$ cat src/hw/rtl/c2s_isqrt.sv
// Pipelined integer square root, one root bit per stage, with remainder and side payload.
module c2s_isqrt #(
    parameter int IN_W   = 64,
    parameter int SIDE_W = 1
) (
    input  logic                  i_clk,
    input  logic                  i_rst_n,
    input  logic                  i_en,
    input  logic                  i_valid,
    input  logic [IN_W-1:0]       i_rad,
    input  logic [SIDE_W-1:0]     i_side,
    output logic                  o_valid,
    output logic [IN_W/2-1:0]     o_root,
    output logic [IN_W/2+1:0]     o_rem,
    output logic [SIDE_W-1:0]     o_side
);
    localparam int OUT_W = IN_W / 2;
    localparam int RW    = OUT_W + 2;

    logic              r_v    [OUT_W];
    logic [IN_W-1:0]   r_rad  [OUT_W];
    logic [OUT_W-1:0]  r_root [OUT_W];
    logic [RW-1:0]     r_rem  [OUT_W];
    logic [SIDE_W-1:0] r_side [OUT_W];

    logic [IN_W-1:0]   p_rad  [OUT_W];
    logic [OUT_W-1:0]  p_root [OUT_W];
    logic [RW-1:0]     p_rem  [OUT_W];

    logic [IN_W-1:0]   n_rad  [OUT_W];
    logic [OUT_W-1:0]  n_root [OUT_W];
    logic [RW-1:0]     n_rem  [OUT_W];

    always_comb begin
        logic [RW-1:0] t_rem;
        logic [RW-1:0] trial;
        logic          ge;
        p_rad[0]  = i_rad;
        p_root[0] = '0;
        p_rem[0]  = '0;
        for (int k = 1; k < OUT_W; k++) begin
            p_rad[k]  = r_rad[k-1];
            p_root[k] = r_root[k-1];
            p_rem[k]  = r_rem[k-1];
        end
        for (int k = 0; k < OUT_W; k++) begin
            // bring down two radicand bits, try root bit one
            t_rem     = {p_rem[k][RW-3:0], p_rad[k][IN_W-1 -: 2]};
            trial     = {p_root[k], 2'b01};
            ge        = (t_rem >= trial);
            n_rem[k]  = ge ? (t_rem - trial) : t_rem;
            n_root[k] = {p_root[k][OUT_W-2:0], ge};
            n_rad[k]  = {p_rad[k][IN_W-3:0], 2'b00};
        end
    end

    always_ff @(posedge i_clk) begin
        if (!i_rst_n) begin
            for (int k = 0; k < OUT_W; k++) begin
                r_v[k] <= 1'b0;
            end
        end else if (i_en) begin
            r_v[0] <= i_valid;
            for (int k = 1; k < OUT_W; k++) begin
                r_v[k] <= r_v[k-1];
            end
        end
    end

    always_ff @(posedge i_clk) begin
        if (i_en) begin
            r_side[0] <= i_side;
            for (int k = 1; k < OUT_W; k++) begin
                r_side[k] <= r_side[k-1];
            end
            for (int k = 0; k < OUT_W; k++) begin
                r_rad[k]  <= n_rad[k];
                r_root[k] <= n_root[k];
                r_rem[k]  <= n_rem[k];
            end
        end
    end

    assign o_valid = r_v[OUT_W-1];
    assign o_root  = r_root[OUT_W-1];
    assign o_rem   = r_rem[OUT_W-1];
    assign o_side  = r_side[OUT_W-1];

endmodule

$ cat config.mk
export PLATFORM = sky130hd
export DESIGN_NAME = c2s_isqrt
export DESIGN_NICKNAME = d
export VERILOG_FILES = /design/src/hw/rtl/c2s_isqrt.sv
export SDC_FILE = /design/constraint.sdc
export NUM_CORES = 2
export LEC_CHECK = 0
export BUFFER_PORTS_ARGS = -buffer_cell sky130_fd_sc_hd__buf_2
export CAP_MARGIN = 5
export CORE_MARGIN = 2
export CORE_UTILIZATION = 45
export DETAILED_ROUTE_END_ITERATION = 6
export PLACE_DENSITY = 0.73
export SLEW_MARGIN = 20
export SYNTH_ARGS = -nofsm -noshare
export SYNTH_HDL_FRONTEND = slang
export SYNTH_MEMORY_MAX_BITS = 65536
export SYNTH_SLANG_ARGS = --single-unit
$ cat constraint.sdc
create_clock -name i_clk -period 3.7 [get_ports i_clk]
set_clock_uncertainty 0.05 [all_clocks]
set_input_delay 0.925 -clock i_clk [delete_from_list [all_inputs] [get_ports i_clk]]
set_output_delay 0.925 -clock i_clk [all_outputs]
set_load 0.03 [all_outputs]
* Yosys cells after proc, flatten, opt, wreduce, memory -nomap -nowiden
Memories as Yosys holds them, arrays and structs flattened.
Cells that the tools add are included.
** Word-level totals
- Memory bits (writable) :: 4160
- Bits of input ports :: 69
- Word-level logic and storage cells :: 170
- Memories kept :: 5
- Register bits :: 0
** Operators by class
- Bitwise logic cells :: 32
- Add/subtract/negate cells :: 32
- Multiplexer cells :: 69
- $lt $le $gt $ge :: 32
** Memory list
- r_rad :: words 32, bits a word 62, rd ports 31, clocked after memory_dff 0, write ports 32, line 21 : logic [IN_W-1:0] r_rad [OUT_W];
- r_rem :: words 32, bits a word 34, rd ports 32, clocked after memory_dff 0, write ports 32, line 23 : logic [RW-1:0] r_rem [OUT_W];
- r_root :: words 32, bits a word 32, rd ports 32, clocked after memory_dff 0, write ports 32, line 22 : logic [OUT_W-1:0] r_root [OUT_W];
- r_side :: words 32, bits a word 1, rd ports 32, clocked after memory_dff 0, write ports 32, line 24 : logic [SIDE_W-1:0] r_side [OUT_W];
- r_v :: words 32, bits a word 1, rd ports 32, clocked after memory_dff 0, write ports 32, line 20 : logic r_v [OUT_W];
** Operator list (count)
- two-way mux 34 bit :: 32
- >= comparator 34 bit :: 31
- subtractor 34 bit :: 31
- two-way mux 1 bit :: 37
- bitwise OR 1 bit :: 32
- subtractor 2 x 1 -> 3 bit (second input constant) :: 1
- >= comparator 2 x 1 -> 1 bit (second input constant) :: 1

* Longest topological paths before layout
- Depth in word-level cells :: 4
- Depth in mapped cells :: 16

* Worst setup path after synthesis
OpenSTA, ideal clock, no wires.
- Path kind :: register to register
- From :: memory r_rem[0][255] (netlist name)
- To :: memory r_rem[0][301] (netlist name), data pin
- Period minus slack after synthesis :: 3.894 ns
- Slack :: -0.194 ns
- Setup time :: 0.266 ns
- Arrival :: 3.578 ns
- Stages on the path, launching flop included :: 12
- Cell sequence :: edfxtp_1 or3_4 or3_4 or3_4 or3_4 or3_1 or3_1 or3_4 o311ai_2 buf_6 nor3_1 xor2_1
** RTL lines (line)
- from (decl) :: 23

==> flow_summary.toml <==
[outcome]
status = "complete, but fails checks"
violations = "negative setup slack"

[critical_path]
reg2reg_slack_ns = -0.13
cp_cell_sequence = "or3_4 -> or3_4 -> or3_4 -> or3_4 -> or3_4 -> or3_4 -> or3_4 -> o311ai_4 -> buf_12 -> nor3_1 -> xor2_1"
path_delay_family = "simple AND/OR/NAND/NOR gates"
cp.depth = 11
r2r_end = "r_rem[0][299]$_DFFE_PP_"
critPathMaxStageDelay_ns = 0.41
crit_buf_inv = 1
reg2reg_from = "r_rem[0][255]$_DFFE_PP_"
critPathRequiredTime_ns = 4.30
path_common_cell = "or3_4"
slowest_stage = "or3_4"
worstSetupEndpointType = "register"
critPathLaunchType = "register"
cp.arrival_ns = 4.43
worstPathMaxFanout = 12
path_class = "register to register"
ff2ff_path_depth = 11

[synth]
syn_nets = 9734
synth-edff-count = 2562
synthCells = 9102
synth_top_family_by_area = "simple AND/OR/NAND/NOR gates"
synth-seq-area-share_pct = 65.2
ys_ff_latch = 2563
syn_area_um2 = 118000
syn_area_per_cell_um2 = 13.0
synth-compound-area-share_pct = 9.31
synth_cell_types = 84
synth_xor_xnor_area_share_pct = 5.94
yosysWarningCount = 0
synthSimpleGateAreaFrac_pct = 9.84
synth_ff_type = "edfxtp_1"
muxShareOfSynthArea_pct = 0.792
synth_fa_ha_area_share_pct = 5.97
synthArstFlopShare_pct = 0

[power]
static-leakage-power_nw = 52.5
peakVddDrop_v = 0.000645
p_per_area_nw_per_um2 = 643

[grt]
track_usage_pct = 17.5
grt_pass1_wl_um = 376000
grt_pass1_vias = 70200
grt_overflow = 0
grt_start_max_net_pins = 162
grt_antenna_before_repair = 1

[floorplanning]
die_area_um2 = 266000
initial_core_util_pct = 45.1
die_w_um = 516
core-area_um2 = 262000
die_h_um = 516
rows = 188
io_pins = 137

[place]
placed_area_um2 = 126000
io_buffers = 136
place_congestion = 0.902
hpwlAfterDp_um = 170000
pre_cts_slack_ns = -0.169

[drt]
ant_nets = 0
drcViolationCount = 0
drtPass1Iterations = 6
via_per_inst = 5.34
drt_iter0_drc = 5519
wl_per_cell_um = 17.8
detailroute.via_count = 71800
totalWireLength_um = 239000

[min_path]
hold-path-endpoint = "r_rad[0][39]$_DFFE_PP_"
hold_depth = 1
hold_class = "input port to register"
hp-start = "i_rad[39]"

[clock_network]
clk_path_buf_depth = 4
clock_sinks = 2563
clk_latency_ns = 0.91
cts_root_buf = "clkbuf_16"
clk_pin_slew_worst_paths_ns = 0.07
cts_tree = "yes"
cts_htree_levels = 5
cts_inserted_buffers = 279

[layout]
finalInstanceArea_um2 = 136000
drive_gt1_share_pct = 11.7
fillers = 21700
final_cell_mix = "2,562 x edfxtp_1, 735 x inv_1, 633 x nand2_1, 571 x nor2_1, 570 x a21oi_1"
nets = 10300
final_common_cell = "edfxtp_1"
area_growth_pct = 14.9

[sta]
finalSetupViolCount = 32
max_slew_margin_pct = 41.3
setup_slack_ns = -0.130
rsz0062_at_grt = "true"
slew_viol_final = 0
hold_viol_final = 0
max_freq_ghz = 0.261
fin_crit_sh_pct = 104
final.min_clock_period_ns = 3.83
worstMarginPinSlew_ns = 0.881

[run]
cap_violations = 0
==> how the worst max path moves through the flow <==
stage | start | endpoint | slack, ns
2_1_floorplan | r_rem[0][255]$_DFFE_PP_ | r_rem[0][301]$_DFFE_PP_ | -0.08
6_report | r_rem[0][255]$_DFFE_PP_ | r_rem[0][299]$_DFFE_PP_ | -0.13
4_1_cts | r_rem[0][255]$_DFFE_PP_ | r_rem[0][283]$_DFFE_PP_ | -0.12
5_1_grt | r_rem[0][255]$_DFFE_PP_ | r_rem[0][301]$_DFFE_PP_ | -0.22
3_3_place_gp | r_rem[0][255]$_DFFE_PP_ | r_rem[0][295]$_DFFE_PP_ | -0.13
3_5_place_dp | r_rem[1][463]$_DFFE_PP_ | r_rem[1][484]$_DFFE_PP_ | -0.17
==> stage by stage <==
step           setup TNS, ns  hold slack (ns)  power (W)  util, %  instances
2_1_floorplan         -0.603            0.350     0.0529        -       9102
3_3_place_gp           -3.22            0.350     0.0591     48.1      12900
3_5_place_dp           -5.68            0.355     0.0596     48.1      12900
4_1_cts                -1.33           0.0614     0.0877     51.6      13400
5_1_grt                -5.78           0.0831     0.0917     51.9      13400
6_report               -1.96            0.148     0.0872     51.9      13400
==> flip-flops by register name (all words and copies together) (netlist names) <==
signal and count:
r_v 32, r_root 528, r_rem 979, r_side 32, r_rad 992
==> logic make-up (layout without fill, tap and decap cells) <==
group           after synthesis  count (layout)
mux                          84              84
flops                      2563            2563
simple gates               2359            2359
buf+inv                     923            1745
xor+xnor                    801             801
other cells                   1               2
fa+ha+maj                   563             563
compound gates             1808            1808
==> report_power, final <==
group          leakage (nW)  switching [W]  internal [W]
sequential             24.7        0.00252        0.0371
clock                  4.41         0.0113        0.0163
combinational          23.3         0.0114       0.00854
total                  52.5         0.0252        0.0620
==> per-layer routing <==
layer	vias to the layer above	wire, µm	share of wire (%)	GRT usage (%)
met1	34600	104000	44	23.3
met5	-	0	0	0
met2	1925	114000	48	29.0
met3	500	12100	5.1	2.74
li1	34800	-	-	-
met4	0	8540	3.6	6.35
==> cell type report <==
type                       instances  area, µm²  share of cell area [%]
sequential                      2563      77000                    56.7
multi-input combinational       5616      38300                    28.2
clock buffer                     327       7310                    5.39
tap                             3515       4400                    3.24
timing repair buffer             512       4120                    3.04
inverter                         740       2780                    2.05
clock inverter                   166       1810                    1.34
antenna                            1       2.50                 0.00184
==> Yosys cell counts, types with 8 or more instances <==
| master | instances | area share (%) |
|---|---|---|
| nor4b_1 | 13 | 0.096 |
| o2111ai_1 | 9 | 0.067 |
| a31oi_1 | 54 | 0.29 |
| a21o_1 | 228 | 1.5 |
| clkbuf_1 | 161 | 0.51 |
| o31ai_1 | 60 | 0.38 |
| a21oi_1 | 579 | 2.5 |
| mux2i_1 | 9 | 0.076 |
| or3_1 | 95 | 0.50 |
| nand4_1 | 97 | 0.51 |
| a31o_2 | 13 | 0.096 |
| o31a_1 | 9 | 0.067 |
| or2_2 | 34 | 0.18 |
| nor2_1 | 572 | 1.8 |
| xor2_1 | 413 | 3.1 |
| or4_1 | 59 | 0.38 |
| nor4_1 | 111 | 0.59 |
| buf_1 | 17 | 0.054 |
| nand2b_1 | 113 | 0.60 |
| a211oi_1 | 37 | 0.24 |
| o221ai_1 | 8 | 0.059 |
| nand3b_1 | 18 | 0.11 |
| o21ai_0 | 507 | 2.1 |
| and4_1 | 18 | 0.13 |
| mux2_2 | 75 | 0.72 |
| a2111oi_0 | 11 | 0.082 |
| edfxtp_1 | 2562 | 65 |
| o211ai_1 | 24 | 0.15 |
| nand3_1 | 140 | 0.59 |
| o22ai_1 | 10 | 0.053 |
| xnor2_1 | 388 | 2.9 |
| a21boi_0 | 30 | 0.19 |
| and2_1 | 38 | 0.20 |
| nor3b_1 | 14 | 0.089 |
| ha_1 | 563 | 6.0 |
| nand2_1 | 634 | 2.0 |
| o21bai_1 | 45 | 0.29 |
| nor2b_1 | 79 | 0.42 |
| a211o_1 | 10 | 0.074 |
| nor3_1 | 225 | 0.95 |
| inv_1 | 736 | 2.3 |
| o41ai_1 | 9 | 0.067 |
| and3_1 | 58 | 0.31 |
| nand4b_1 | 15 | 0.11 |
| o21a_1 | 99 | 0.63 |
==> worst register-to-register path, cell delays in order (launching register included) <==
cell	delay [ns]
edfxtp_1	0.40
or3_4	0.40
or3_4	0.34
or3_4	0.34
or3_4	0.33
or3_4	0.34
or3_4	0.34
or3_4	0.41
o311ai_4	0.26
buf_12	0.17
nor3_1	0.06
xor2_1	0.14
==> timing repair <==
item	in CTS	in global routing
resized for setup	24	116
setup endpoints to repair	97	349
cloned	1	2
buffers inserted	2	16
hold buffers	0	0
pin swaps	3	28
(Power assumes the default switching activity.)
